File: config.mk
export PLATFORM = sky130hd
export DESIGN_NAME = code128b_symbol_encoder_core
export DESIGN_NICKNAME = d
export VERILOG_FILES = /design/src/rtl/c128b_pkg.sv /design/src/rtl/c128b_front.sv /design/src/rtl/c128b_queue.sv /design/src/rtl/c128b_back.sv /design/src/rtl/code128b_symbol_encoder_core.sv
export SDC_FILE = /design/constraint.sdc
export NUM_CORES = 1
export LEC_CHECK = 0
export BUFFER_PORTS_ARGS = -buffer_cell sky130_fd_sc_hd__buf_2
export CORE_MARGIN = 3
export CORE_UTILIZATION = 55
export CTS_BUF_LIST = sky130_fd_sc_hd__clkbuf_4 sky130_fd_sc_hd__clkbuf_8 sky130_fd_sc_hd__clkbuf_16
export DETAILED_ROUTE_END_ITERATION = 6
export PLACE_DENSITY_LB_ADDON = 0.2
export SLEW_MARGIN = 30
export SYNTH_ARGS = -nofsm -noshare
export SYNTH_HDL_FRONTEND = slang
export SYNTH_HIERARCHICAL = 1
export SYNTH_SLANG_ARGS = --single-unit
File: constraint.sdc
create_clock -name clk -period 19.2 [get_ports clk]
set_input_delay 3.84 -clock clk [delete_from_list [all_inputs] [get_ports clk]]
set_output_delay 3.84 -clock clk [all_outputs]
set_load 0.02 [all_outputs]
File: src/rtl/c128b_pkg.sv
package c128b_pkg;

  localparam logic [6:0]  SYM_START_B    = 7'd104;
  localparam logic [6:0]  SYM_STOP       = 7'd106;
  localparam logic [6:0]  SYM_COUNT      = 7'd107;
  localparam logic [7:0]  CHECK_MOD      = 8'd103;
  localparam logic [6:0]  START_CHECK    = 7'd1;     // 104 mod 103
  localparam logic [7:0]  FIRST_PRINT    = 8'h20;
  localparam logic [7:0]  LAST_PRINT     = 8'h7E;
  localparam logic [7:0]  MAX_DATA_RESET = 8'd48;
  localparam logic [3:0]  MOD_NORMAL     = 4'd11;
  localparam logic [3:0]  MOD_STOP       = 4'd13;

  // x mod 103 for x below 2^15: quotient is (x * 20361) >> 21.
  localparam logic [14:0] RECIP_MUL      = 15'd20361;
  localparam int          RECIP_SHIFT    = 21;

  typedef enum logic [1:0] {
    ST_OK       = 2'd0,
    ST_NONPRINT = 2'd1,
    ST_OVER     = 2'd2
  } status_t;

  typedef enum logic [2:0] {
    PH_IDLE,
    PH_START,
    PH_CHAR,
    PH_CHECK,
    PH_STOP
  } phase_t;

  // One classified character on its way from the front to the back.
  typedef struct packed {
    logic       start;
    status_t    status;
    logic [6:0] value;
    logic       last;
    logic [6:0] term;   // value * position mod 103
  } item_t;

  // Element widths of each symbol, one hex digit per bar or space, first element leftmost.
  localparam logic [23:0] SYM_WIDTHS [0:106] = '{
    24'h212222, 24'h222122, 24'h222221, 24'h121223, 24'h121322,
    24'h131222, 24'h122213, 24'h122312, 24'h132212, 24'h221213,
    24'h221312, 24'h231212, 24'h112232, 24'h122132, 24'h122231,
    24'h113222, 24'h123122, 24'h123221, 24'h223211, 24'h221132,
    24'h221231, 24'h213212, 24'h223112, 24'h312131, 24'h311222,
    24'h321122, 24'h321221, 24'h312212, 24'h322112, 24'h322211,
    24'h212123, 24'h212321, 24'h232121, 24'h111323, 24'h131123,
    24'h131321, 24'h112313, 24'h132113, 24'h132311, 24'h211313,
    24'h231113, 24'h231311, 24'h112133, 24'h112331, 24'h132131,
    24'h113123, 24'h113321, 24'h133121, 24'h313121, 24'h211331,
    24'h231131, 24'h213113, 24'h213311, 24'h213131, 24'h311123,
    24'h311321, 24'h331121, 24'h312113, 24'h312311, 24'h332111,
    24'h314111, 24'h221411, 24'h431111, 24'h111224, 24'h111422,
    24'h121124, 24'h121421, 24'h141122, 24'h141221, 24'h112214,
    24'h112412, 24'h122114, 24'h122411, 24'h142112, 24'h142211,
    24'h241211, 24'h221114, 24'h413111, 24'h241112, 24'h134111,
    24'h111242, 24'h121142, 24'h121241, 24'h114212, 24'h124112,
    24'h124211, 24'h411212, 24'h421112, 24'h421211, 24'h212141,
    24'h214121, 24'h412121, 24'h111143, 24'h111341, 24'h131141,
    24'h114113, 24'h114311, 24'h411113, 24'h411311, 24'h113141,
    24'h114131, 24'h311141, 24'h411131, 24'h211412, 24'h211214,
    24'h211232, 24'h233111
  };

  // Module pattern of a symbol, right-aligned; the stop symbol gets its trailing bar.
  function automatic logic [12:0] sym_modules(input logic [6:0] sym);
    logic [6:0]  idx;
    logic [23:0] row;
    logic [12:0] bits;
    logic [3:0]  w;
    idx  = (sym < SYM_COUNT) ? sym : 7'd0;
    row  = SYM_WIDTHS[idx];
    bits = '0;
    for (int i = 0; i < 6; i++) begin
      w    = row[23 - 4 * i -: 4];
      bits = bits << w;
      if (i % 2 == 0) begin
        bits = bits | ((13'd1 << w) - 13'd1);
      end
    end
    if (idx == SYM_STOP) begin
      bits = {bits[10:0], 2'b11};
    end
    return bits;
  endfunction

endpackage

File: src/rtl/c128b_front.sv
module c128b_front (
  input  logic              clk,
  input  logic              rst,
  input  logic              cfg_valid,
  output logic              cfg_ready,
  input  logic [7:0]        cfg_data,
  input  logic              in_valid,
  output logic              in_stall,
  input  logic [7:0]        char_code,
  input  logic              last_char,
  output logic              q_write,
  output c128b_pkg::item_t  q_item,
  input  logic              q_full
);
  import c128b_pkg::*;

  logic [7:0]  max_data_chars;
  logic        in_message;
  logic [7:0]  data_count;

  logic        v1, v2, v3;
  item_t       i1, i2, i3;
  logic [7:0]  w1;
  logic [14:0] p2, p3;
  logic [29:0] mq3;

  logic        adv, accept;
  logic        printable, over, emit;
  logic [7:0]  count_eff;
  logic [7:0]  data_count_next;
  item_t       new_item;
  logic [7:0]  char_value;
  logic [7:0]  quot;
  logic [14:0] rem_raw, rem_fix;

  assign cfg_ready = 1'b1;

  // The whole pipe moves together; it holds only when its last stage cannot enter the queue.
  assign in_stall = v3 && q_full;
  assign adv      = !in_stall;
  assign accept   = in_valid && adv;

  always_comb begin
    count_eff  = in_message ? data_count : 8'd0;
    printable  = (char_code >= FIRST_PRINT) && (char_code <= LAST_PRINT);
    over       = count_eff >= max_data_chars;
    emit       = printable && !over;
    char_value = char_code - FIRST_PRINT;

    new_item.start  = !in_message;
    new_item.last   = last_char;
    new_item.value  = emit ? char_value[6:0] : 7'd0;
    new_item.term   = 7'd0;
    if (!printable) begin
      new_item.status = ST_NONPRINT;
    end else if (over) begin
      new_item.status = ST_OVER;
    end else begin
      new_item.status = ST_OK;
    end

    if (last_char) begin
      data_count_next = 8'd0;
    end else if (emit) begin
      data_count_next = count_eff + 8'd1;
    end else begin
      data_count_next = count_eff;
    end
  end

  always_ff @(posedge clk) begin
    if (rst) begin
      max_data_chars <= MAX_DATA_RESET;
      in_message     <= 1'b0;
      data_count     <= 8'd0;
      v1             <= 1'b0;
      v2             <= 1'b0;
      v3             <= 1'b0;
    end else begin
      if (cfg_valid) begin
        max_data_chars <= cfg_data;
      end
      if (accept) begin
        in_message <= !last_char;
        data_count <= data_count_next;
      end
      if (adv) begin
        v1 <= accept;
        v2 <= v1;
        v3 <= v2;
      end
    end
  end

  always_ff @(posedge clk) begin
    if (adv) begin
      i1  <= new_item;
      w1  <= count_eff + 8'd1;
      i2  <= i1;
      p2  <= {8'd0, i1.value} * {7'd0, w1};
      i3  <= i2;
      p3  <= p2;
      mq3 <= {15'd0, p2} * {15'd0, RECIP_MUL};
    end
  end

  always_comb begin
    quot    = mq3[RECIP_SHIFT +: 8];
    rem_raw = p3 - ({7'd0, quot} * {7'd0, CHECK_MOD});
    rem_fix = (rem_raw >= {7'd0, CHECK_MOD}) ? rem_raw - {7'd0, CHECK_MOD} : rem_raw;
    q_item      = i3;
    q_item.term = rem_fix[6:0];
  end

  assign q_write = v3 && adv;

endmodule

File: src/rtl/c128b_queue.sv
module c128b_queue #(
  parameter int DEPTH = 4
) (
  input  logic              clk,
  input  logic              rst,
  input  logic              wr,
  input  c128b_pkg::item_t  wr_item,
  output logic              full,
  input  logic              pop,
  output logic              not_empty,
  output c128b_pkg::item_t  rd_item
);
  import c128b_pkg::*;

  localparam int AW = (DEPTH > 1) ? $clog2(DEPTH) : 1;
  localparam int CW = $clog2(DEPTH + 1);

  item_t          slots [DEPTH];
  logic [AW-1:0]  wr_ptr, rd_ptr;
  logic [CW-1:0]  fill;

  function automatic logic [AW-1:0] bump(input logic [AW-1:0] p);
    return (p == AW'(DEPTH - 1)) ? '0 : p + AW'(1);
  endfunction

  assign full      = fill == CW'(DEPTH);
  assign not_empty = fill != '0;
  assign rd_item   = slots[rd_ptr];

  always_ff @(posedge clk) begin
    if (rst) begin
      wr_ptr <= '0;
      rd_ptr <= '0;
      fill   <= '0;
    end else begin
      if (wr) begin
        wr_ptr <= bump(wr_ptr);
      end
      if (pop) begin
        rd_ptr <= bump(rd_ptr);
      end
      if (wr && !pop) begin
        fill <= fill + CW'(1);
      end else if (pop && !wr) begin
        fill <= fill - CW'(1);
      end
    end
  end

  always_ff @(posedge clk) begin
    if (wr) begin
      slots[wr_ptr] <= wr_item;
    end
  end

`ifndef ASSERT_OFF
  a_no_overflow: assert property (@(posedge clk) disable iff (rst) wr |-> !full)
    else $error("queue written while full");
  a_no_underflow: assert property (@(posedge clk) disable iff (rst) pop |-> not_empty)
    else $error("queue popped while empty");
`endif

endmodule

File: src/rtl/c128b_back.sv
module c128b_back (
  input  logic              clk,
  input  logic              rst,
  input  c128b_pkg::item_t  head,
  input  logic              head_valid,
  output logic              pop,
  output logic              out_valid,
  input  logic              out_stall,
  output logic [6:0]        symbol_value,
  output logic [12:0]       module_bits,
  output logic [3:0]        module_count,
  output logic [1:0]        status,
  output logic              end_of_run,
  output logic              end_of_message
);
  import c128b_pkg::*;

  phase_t      phase, phase_next, eff_phase, step_phase;
  item_t       cur, eff;
  logic [6:0]  acc, acc_next;
  logic [7:0]  acc_sum;
  logic        load, emit;

  logic [6:0]  r_sym;
  status_t     r_status;
  logic        r_eor, r_eom;
  logic [12:0] r_bits;
  logic [3:0]  r_count;

  // The output register takes a new result when empty or when its result is transferred.
  assign load = !out_valid || !out_stall;

  always_comb begin
    if (phase == PH_IDLE) begin
      eff = head;
      if (!head_valid) begin
        eff_phase = PH_IDLE;
      end else if (head.start) begin
        eff_phase = PH_START;
      end else begin
        eff_phase = PH_CHAR;
      end
    end else begin
      eff       = cur;
      eff_phase = phase;
    end
    emit = load && (eff_phase != PH_IDLE);
    pop  = load && (phase == PH_IDLE) && head_valid;
  end

  // Next phase.
  always_comb begin
    unique case (eff_phase)
      PH_IDLE:  step_phase = PH_IDLE;
      PH_START: step_phase = PH_CHAR;
      PH_CHAR:  step_phase = eff.last ? PH_CHECK : PH_IDLE;
      PH_CHECK: step_phase = PH_STOP;
      PH_STOP:  step_phase = PH_IDLE;
      default:  step_phase = PH_IDLE;
    endcase
    phase_next = emit ? step_phase : phase;
  end

  // Result of the current phase and checksum update.
  always_comb begin
    acc_sum  = {1'b0, acc} + {1'b0, eff.term};
    acc_next = acc;
    r_sym    = 7'd0;
    r_status = ST_OK;
    r_eor    = 1'b0;
    r_eom    = 1'b0;
    unique case (eff_phase)
      PH_IDLE: begin
      end
      PH_START: begin
        r_sym    = SYM_START_B;
        acc_next = START_CHECK;
      end
      PH_CHAR: begin
        r_sym    = eff.value;
        r_status = eff.status;
        r_eor    = !eff.last;
        acc_next = (acc_sum >= CHECK_MOD) ? 7'(acc_sum - CHECK_MOD) : acc_sum[6:0];
      end
      PH_CHECK: begin
        r_sym = acc;
      end
      PH_STOP: begin
        r_sym    = SYM_STOP;
        r_eor    = 1'b1;
        r_eom    = 1'b1;
        acc_next = 7'd0;
      end
      default: begin
      end
    endcase
    if (r_status == ST_OK && eff_phase != PH_IDLE) begin
      r_bits  = sym_modules(r_sym);
      r_count = (eff_phase == PH_STOP) ? MOD_STOP : MOD_NORMAL;
    end else begin
      r_bits  = 13'd0;
      r_count = 4'd0;
    end
  end

  always_ff @(posedge clk) begin
    if (rst) begin
      phase     <= PH_IDLE;
      acc       <= 7'd0;
      out_valid <= 1'b0;
    end else begin
      phase <= phase_next;
      if (emit) begin
        acc <= acc_next;
      end
      if (load) begin
        out_valid <= emit;
      end
    end
  end

  always_ff @(posedge clk) begin
    if (pop) begin
      cur <= head;
    end
    if (emit) begin
      symbol_value   <= r_sym;
      module_bits    <= r_bits;
      module_count   <= r_count;
      status         <= r_status;
      end_of_run     <= r_eor;
      end_of_message <= r_eom;
    end
  end

`ifndef ASSERT_OFF
  a_stop_closes_run: assert property (@(posedge clk) disable iff (rst)
    out_valid && end_of_message |-> end_of_run && symbol_value == SYM_STOP
                                    && module_count == MOD_STOP)
    else $error("stop result malformed");
  a_flag_empty: assert property (@(posedge clk) disable iff (rst)
    out_valid && status != ST_OK |-> module_count == 4'd0 && symbol_value == 7'd0
                                     && !end_of_message)
    else $error("flagged result carries a symbol");
  a_acc_range: assert property (@(posedge clk) disable iff (rst) acc < CHECK_MOD[6:0])
    else $error("checksum out of range");
  a_pop_when_idle: assert property (@(posedge clk) disable iff (rst)
    pop |=> phase != PH_IDLE || (out_valid && end_of_run))
    else $error("popped item left no trace");
`endif

endmodule

File: src/rtl/code128b_symbol_encoder_core.sv
// A character transferred at the input passes three front stages, the queue and the
// result register before its first result is in the output register.
// The front takes one character per cycle while in_stall is low; the back sends one
// result per cycle while out_stall is low, one to four per character (start, data, check, stop).
// Reset (rst, synchronous) empties pipe and queue, clears the checksum and counters,
// and sets max_data_chars to 48; no clearing pass is needed.
module code128b_symbol_encoder_core #(
  parameter int QUEUE_DEPTH = 4
) (
  input  logic        clk,
  input  logic        rst,
  input  logic        cfg_valid,
  output logic        cfg_ready,
  input  logic [7:0]  cfg_data,
  input  logic        in_valid,
  output logic        in_stall,
  input  logic [7:0]  char_code,
  input  logic        last_char,
  output logic        out_valid,
  input  logic        out_stall,
  output logic [6:0]  symbol_value,
  output logic [12:0] module_bits,
  output logic [3:0]  module_count,
  output logic [1:0]  status,
  output logic        end_of_run,
  output logic        end_of_message
);
  import c128b_pkg::*;

  item_t q_item, head;
  logic  q_write, q_full, head_valid, pop;

  c128b_front u_front (
    .clk       (clk),
    .rst       (rst),
    .cfg_valid (cfg_valid),
    .cfg_ready (cfg_ready),
    .cfg_data  (cfg_data),
    .in_valid  (in_valid),
    .in_stall  (in_stall),
    .char_code (char_code),
    .last_char (last_char),
    .q_write   (q_write),
    .q_item    (q_item),
    .q_full    (q_full)
  );

  c128b_queue #(
    .DEPTH (QUEUE_DEPTH)
  ) u_queue (
    .clk       (clk),
    .rst       (rst),
    .wr        (q_write),
    .wr_item   (q_item),
    .full      (q_full),
    .pop       (pop),
    .not_empty (head_valid),
    .rd_item   (head)
  );

  c128b_back u_back (
    .clk            (clk),
    .rst            (rst),
    .head           (head),
    .head_valid     (head_valid),
    .pop            (pop),
    .out_valid      (out_valid),
    .out_stall      (out_stall),
    .symbol_value   (symbol_value),
    .module_bits    (module_bits),
    .module_count   (module_count),
    .status         (status),
    .end_of_run     (end_of_run),
    .end_of_message (end_of_message)
  );

endmodule

## After elaboration in Yosys (flattened, before gate mapping)

Memory sizes are Yosys's and may differ from the RTL's. A register that Yosys moved wholly into a read port is not among the register bits.
Index checks and enable logic that the tools add are counted.

| storage, ports and cells | value |
|---|---|
| register bits | 183 |
| bits in latches | 0 |
| bits in writable memories | 72 |
| bits in read-only memories | 3,072 |
| input port bits | 22 |
| output and inout port bits | 31 |
| logic and storage cells | 145 |
| memories | 2 |

Memories:

| name | words | bits a word | rd ports | clocked after memory_dff | write ports | RTL line | text |
|---|---|---|---|---|---|---|---|
| (no name shown) | 128 | 24 | 1 | 0 | 0 | c128b_pkg.sv:74 | `row = SYM_WIDTHS[idx];` |
| u_queue.slots | 4 | 18 | 1 | 1 | 1 | c128b_queue.sv:18 | `item_t slots [DEPTH];` |

| operators by class | value |
|---|---|
| add/subtract/negate cells | 13 |
| $mul | 3 |
| div/mod/pow operators | 0 |
| order comparisons | 7 |
| eq/ne operators | 8 |
| shifts and indexed selects | 9 |
| mux-type cells | 33 |
| bitwise operators | 4 |
| reductions and logical operators | 28 |

Operators by type and width:

| kind | count |
|---|---|
| << shifter 13 x 4 -> 13 bit | 5 |
| two-way mux 13 bit | 4 |
| << shifter 1 x 4 -> 13 bit, first input constant | 4 |
| two-way mux 24 bit | 2 |
| bitwise OR 13 bit | 3 |
| subtractor 13 x 1 -> 13 bit, second input constant | 3 |
| multiplier 15 x 15 -> 29 bit, second input constant | 1 |
| case mux 7 bit (4 select lines) | 1 |
| two-way mux 8 bit | 3 |
| two-way mux 7 bit | 3 |
| case mux 7 bit (3 select lines) | 1 |
| two-way mux 17 bit | 1 |
| two-way mux 2 bit | 8 |
| greater-or-equal comparator 15 x 7 -> 1 bit, second input constant | 1 |
| multiplier 7 x 8 -> 15 bit | 1 |
| multiplier 8 x 7 -> 15 bit, second input constant | 1 |
| two-way mux 3 bit | 5 |
| subtractor 15 bit | 1 |
| subtractor 7 bit, second input constant | 2 |
| logical AND 1 bit | 11 |
| logical NOT 1 bit | 9 |
| case mux 3 bit (3 select lines) | 1 |
| nonzero test 3 bit | 3 |
| adder 7 x 7 -> 8 bit | 1 |
| other kinds (24) | 30 |

## Logic depth before layout (Yosys ltp)

Gate-level depths: netlist (run 1).

| depth | value |
|---|---|
| word-level depth | 25 |
| depth in mapped cells | 40 |
| depth with buffers taken out | 32 |

## Cells and area by module

The synthesis (run 1) kept the hierarchy.

By module, submodules not included:

| module | instances | cells an instance | area an instance (µm²) | sequential area each (µm²) |
|---|---|---|---|---|
| c128b_front | 1 | 1,025 | 10,903.0 | 2,772.7 |
| c128b_back | 1 | 1,245 | 9,031.2 | 1,541.5 |
| c128b_queue | 1 | 138 | 3,080.5 | 2,342.2 |

## Least setup slack after synthesis (run 1)

OpenSTA, ideal clock, no wires.

| timing path | value |
|---|---|
| kind | register to register |
| start | reg (tool-made name) |
| end | reg u_back.module_bits[10], data pin |
| setup time | 0.272 ns |
| arrival | 7.777 ns |
| required time | 18.928 ns |
| path slack | 11.152 ns |
| stages on the path, launching flop included | 37 |
| buffers on the path | 5 |
| period minus slack after synthesis | 8.048 ns |
| cells stage by stage | dfxtp_1 -> buf_6 -> buf_12 -> mux4_2 -> mux2_2 -> o211ai_1 -> and2_1 -> buf_2 -> inv_2 -> o21ai_0 -> a21oi_1 -> or2_2 -> inv_1 -> ha_1 -> clkbuf_1 -> inv_1 -> a211oi_2 -> o21ai_1 -> a221oi_1 -> o31a_4 -> buf_6 -> nor3_2 -> inv_1 -> ha_1 -> inv_1 -> or4_1 -> o32ai_1 -> nor3_1 -> o32a_1 -> a311oi_2 -> o211ai_1 -> a311oi_2 -> o21ai_1 -> a211oi_2 -> nor2_1 -> a221oi_1 -> a211oi_1 |

RTL lines:

| element | RTL line | text |
|---|---|---|
| end signal: assignment | c128b_back.sv:128 | `module_bits <= r_bits;` |
| end: declaration | c128b_back.sv:10 | `output logic [12:0] module_bits,` |

==> reports/results.ini, run 1 <==
[timing]
period_needed_ns=10.72
rsz0062_at_grt=false
clock_skew_ns=0.00826
tns_ns=0
worst_slew_pin_slew_ns=0.996
finalHoldViolCount=0
slew_headroom_pct=33.4
whs_ns=0.419
post-route-period-util_pct=55.8
drv_slew=0
max_freq_ghz=0.0933
setup_viol=0

[finish]
num-fill-cells=3563
layout_commonest_cell=inv_1
regArea_um2=6660
final_net_count=2782
most-common-layout-cells=260 x inv_1, 230 x ha_1, 195 x edfxtp_1, 171 x nand2_1, 166 x nor2_1
area_delta_synth_final_pct=6.75
multi_input_area_um2=14800
drive_gt1_share_pct=9.90
antenna_cells=0

[critical_path]
cpPeakStageDelay_ns=0.82
critPathMaxFanout=23
required_ns=19.49
crit_path_end_kind=register
critPathSlowestCell=dfxtp_1
path_class=reg -> reg
cp.arrival_ns=11.01
critPathMostFrequentCell=inv_1
startpoint_type=register

[clock_tree]
cts_tree=built
cts_root_buf=clkbuf_16
clkTransAtPathRegs_ns=0.06
clock_path_buffers=3
cts_resized=0
hold_buffers=0
htree_levels=1
cts.sinks=235
postCtsSetupBuffers=0
clock_latency_ns=0.56
cts-buffers-inserted=26

[global_routing]
grt_util_met3_pct=3.85
grt-busiest-layer=met2
grt_overflow_total=0
grt_usage_pct=28.2
use_met2_pct=47.6
met1_usage_pct=37.3
grt_max_degree=78
antenna_found_initial=0
grt_pass1_wl_um=101000
grt_pass1_vias=18800

[worst_hold_path]
hp-class=reg -> reg

[detailed_routing]
vias_per_cell=6.48
drt_iter0_drc=1757
ant_nets=0
wl_per_cell_um=21.3
vias=19200
drc=0
wirelength_um=63000
drt-pass1-iter-count=6

[yosys]
muxShareOfSynthArea_pct=3.40
synth.distinct_cells=119
synth_edf_count=195
netlist_area_um2=23000
synth_fa_ha_area_share_pct=23.4
synth_top_family_by_area=adder cells
syn_inst=2408
ys_seq_area_share_pct=28.9
synthXorXnorAreaFrac_pct=2.25
synthFlopType=edfxtp_1
ys_seq_elements=235
postSynthNetCount=2785
postSynthAreaPerCell_um2=9.56
async_flop_share_pct=0
synth_compound_area_share_pct=19.9
synth-simple-area-share_pct=15.3
yosys_warnings=6

[placement]
gp_congestion=0.961
hpwl_um=47600
io_buffers=51

[floorplan]
fp.dieH_um=211
placementRows=74
start_util_pct=56.0
io_pins=53
die_area_um2=44300
coreArea_um2=41100
die_w_um=211

[status]
status=completed

[flow_run]
drv_cap=0

-- sequential cells by signal, summed over array words and instances (netlist names), 2 cells and up, named ones only --
name,flops
u_front/p2,15
u_queue/slots,72
u_back/symbol_value,7
u_front/mq3,8
u_back/cur,17
u_queue/wr_ptr,2
u_front/q_item,11
u_back/phase,3
u_front/i2,11
u_back/status,2
u_front/w1,8
u_queue/rd_ptr,2
u_front/i1,11
u_queue/fill,3
u_back/module_count,3
u_front/p3,15
u_front/max_data_chars,8
u_back/module_bits,13
u_front/data_count,8
u_back/acc,7
-- cell usage after synthesis (20+ instances only) --
cell	instances	share of area (%)
a211oi_1	29	0.95
a21o_1	23	0.75
a21oi_1	119	2.6
a31oi_1	30	0.82
and2_1	56	1.5
and3_1	23	0.63
buf_2	26	0.57
clkbuf_1	70	1.1
dfxtp_1	40	3.5
edfxtp_1	195	25
fa_1	125	11
ha_1	230	13
inv_1	260	4.2
mux2i_1	23	1.0
nand2_1	172	2.8
nand3_1	64	1.4
nand4_1	22	0.60
nor2_1	167	2.7
nor3_1	64	1.4
nor4_1	20	0.54
o211ai_1	40	1.3
o21ai_0	100	2.2
o21ai_1	26	0.57
o31ai_1	20	0.65
or3_1	21	0.57
xnor2_1	41	1.6
-- worst max-delay path: cells and delay by family, from the launching register on --
kind | cells | cell delay, ns
AOI/OAI and AO/OA | 17 | 5.37
adders and majority gates | 2 | 0.99
buffers and inverters | 6 | 1.38
DFF | 1 | 0.82
muxes | 1 | 0.47
and+or+nand+nor | 6 | 1.43
-- worst paths after layout --
path,startpoint,to,slack (ns),depth (start not counted)
worst max register to register,register,u_back/module_bits[10]$_SDFFCE_PN0P_,8.48,32
worst min register to register,u_front/i2[16]$_DFFE_PN_,u_front/q_item[16]$_DFFE_PN_,0.42,0
worst min-delay path,u_front/i2[16]$_DFFE_PN_,u_front/q_item[16]$_DFFE_PN_,0.42,0
worst max-delay path,register,u_back/module_bits[10]$_SDFFCE_PN0P_,8.48,32
-- cell families after synthesis --
kind of cell    count (synthesis)
simple gates                  695
fa+ha+maj                     355
compound gates                631
xor+xnor                       59
mux                            50
buf+inv                       382
other cells                     1
flops                         235
-- layer usage --
metal	wire (um)	up-vias	share of wire (%)
met1	25700	9265	41
met5	0	-	0
li1	-	8849	-
met3	4550	181	7.2
met2	30200	878	48
met4	2540	0	4.0
-- cell type report --
cell class                 count  area share, %
timing repair buffer          87           2.17
clock buffer                  33           2.86
clock inverter                15          0.723
multi-input combinational   1791           60.4
tap                          532           2.71
inverter                     264           4.03
sequential                   235           27.1
-- per-stage QoR --
step	utilization (%)	cells	cell area (um^2)	worst slack, ns
after floorplan	-	2408	23000	11.15
after global placement	57.5	2907	23600	9.07
after detailed placement	57.5	2908	23700	8.84
after CTS	59.7	2956	24500	8.84
after global routing	59.8	2957	24600	7.67
final	59.8	2957	24600	8.48
Power of run 1 is left out: the tool's default activity adds up to more than one toggle a clock period on the data nets, which glitch-free logic cannot reach.
==> run 2, diff against run 1 <==
==> constraint.sdc (replaced) <==
create_clock -name clk -period 9.35 [get_ports clk]
set_input_delay 1.87 -clock clk [delete_from_list [all_inputs] [get_ports clk]]
set_output_delay 1.87 -clock clk [all_outputs]
set_load 0.02 [all_outputs]
==> run 2 against run 1 <==
  * First-iteration DRC count up 20%
  * Critical path depth fell by 2
  * Setup slack worse by 8.0 ns
  * Non-clock buffer count rose by 26
  * Core utilization up 0.46 points
  * Global-route usage up 0.52 points
  * Highest routed layer unchanged
  * Hold slack worse by 0.00090 ns
  * Sequential share of layout area decreased by 0.21 points
  * Critical path type unchanged
  * Sequential cell count unchanged
  * Clock-buffer cell count grew 4
  * Register-to-register slack got worse by 8.0 ns
  * Clock skew is 0.0022 ns higher
  * Critical endpoint unchanged
==> reports/results.ini, run 2 (same netlist as run 1, synthesis figures left out) <==
[status]
status=completed

[detailed_routing]
wirelength_um=63600
vias=19300
wl_per_cell_um=21.3
drt-pass1-iter-count=7
ant_nets=0
vias_per_cell=6.46
drc=0
drt_iter0_drc=2103

[critical_path]
startpoint_type=register
path_delay_family=simple AND/OR/NAND/NOR gates
crit_buf_inv=2
cp.arrival_ns=9.12
required_ns=9.65
worstReg2RegEnd=u_back/module_bits[10]$_SDFFCE_PN0P_
cpPeakStageDelay_ns=0.70
path_class=reg -> reg
critPathSlowestCell=mux4_1
critPathCapture=u_back/module_bits[10]$_SDFFCE_PN0P_
crit_cells=30
reg2regPathDepth=30
critPathMaxFanout=8
r2r_slack_ns=0.53
crit_path_end_kind=register

[clock_tree]
clock_latency_ns=0.56
clkTransAtPathRegs_ns=0.06
htree_levels=1
clock_path_buffers=3
cts-buffers-inserted=26
cts.sinks=235
hold_buffers=0
cts_resized=0
cts_root_buf=clkbuf_16
cts_tree=built
postCtsSetupBuffers=0

[timing]
worst_slew_pin_slew_ns=0.983
slew_headroom_pct=34.2
rsz0062_at_grt=false
max_freq_ghz=0.113
period_needed_ns=8.82
clock_skew_ns=0.0104
finalHoldViolCount=0
drv_slew=0
post-route-period-util_pct=94.3
tns_ns=0
setup_viol=0

[placement]
hpwl_um=48100
io_buffers=51
gp_congestion=1.02

[finish]
largest-register=u_queue/slots
most-common-layout-cells=260 x inv_1, 230 x ha_1, 195 x edfxtp_1, 171 x nand2_1, 166 x nor2_1
layout_commonest_cell=inv_1
largest_reg_flops=72
drive_gt1_share_pct=11.3
top_regs=u_queue/slots: 72 flops, u_back/cur: 17 flops
area_delta_synth_final_pct=7.58
final_net_count=2808

[flow_run]
drv_cap=0

[floorplan]
coreArea_um2=41100
die_w_um=211
start_util_pct=56.0
fp.dieH_um=211
io_pins=53
placementRows=74
die_area_um2=44300

[global_routing]
grt_max_degree=82
grt_usage_pct=28.7
grt_pass1_wl_um=103000
grt_overflow_total=0
antenna_found_initial=0
grt_pass1_vias=19000

[worst_hold_path]
hp-class=reg -> reg

[run 2: stage by stage]
step | setup WS [ns] | area [um^2] | util, % | std cells | hold WS (ns)
after global routing | 0.0278 | 24800 | 60.2 | 2983 | 0.439
after CTS | 0.521 | 24700 | 60.1 | 2983 | 0.419
after floorplan | 1.30 | 23000 | - | 2408 | 0.400
final | 0.529 | 24800 | 60.2 | 2984 | 0.418
after global placement | 0.552 | 23900 | 58.0 | 2935 | 0.403
after detailed placement | 0.567 | 23900 | 58.0 | 2935 | 0.405
[run 2: final cells by class]
type | count | area [um^2]
timing repair buffer | 113 | 724
sequential | 235 | 6660
multi-input combinational | 1791 | 14900
clock inverter | 11 | 103
clock buffer | 37 | 758
fill | 3500 | 16400
inverter | 264 | 991
tap | 532 | 666
antenna | 1 | 2.50
[run 2: worst min-delay path by stage]
stage          slack [ns]                           end                    startpoint  depth (start not counted)
6_report             0.42  u_front/q_item[11]$_DFFE_PN_      u_front/i2[11]$_DFFE_PN_                          0
3_5_place_dp         0.41  u_front/q_item[11]$_DFFE_PN_      u_front/i2[11]$_DFFE_PN_                          0
3_3_place_gp         0.40      u_front/i2[15]$_DFFE_PN_  u_front/i1[15]$_SDFFCE_PN1N_                          0
5_1_grt              0.44  u_front/q_item[13]$_DFFE_PN_      u_front/i2[13]$_DFFE_PN_                          0
2_1_floorplan        0.40      u_front/i2[15]$_DFFE_PN_  u_front/i1[15]$_SDFFCE_PN1N_                          0
4_1_cts              0.42  u_front/q_item[11]$_DFFE_PN_      u_front/i2[11]$_DFFE_PN_                          0
[run 2: routing by layer]
layer	up-vias	track usage [%]	share of wire [%]
met4	0	9.79	3.9
met3	176	4.17	7.1
met5	-	0	0
met2	890	47.5	47
met1	9314	38.9	42
li1	8901	-	-
Power of run 2 is left out for the same reason.
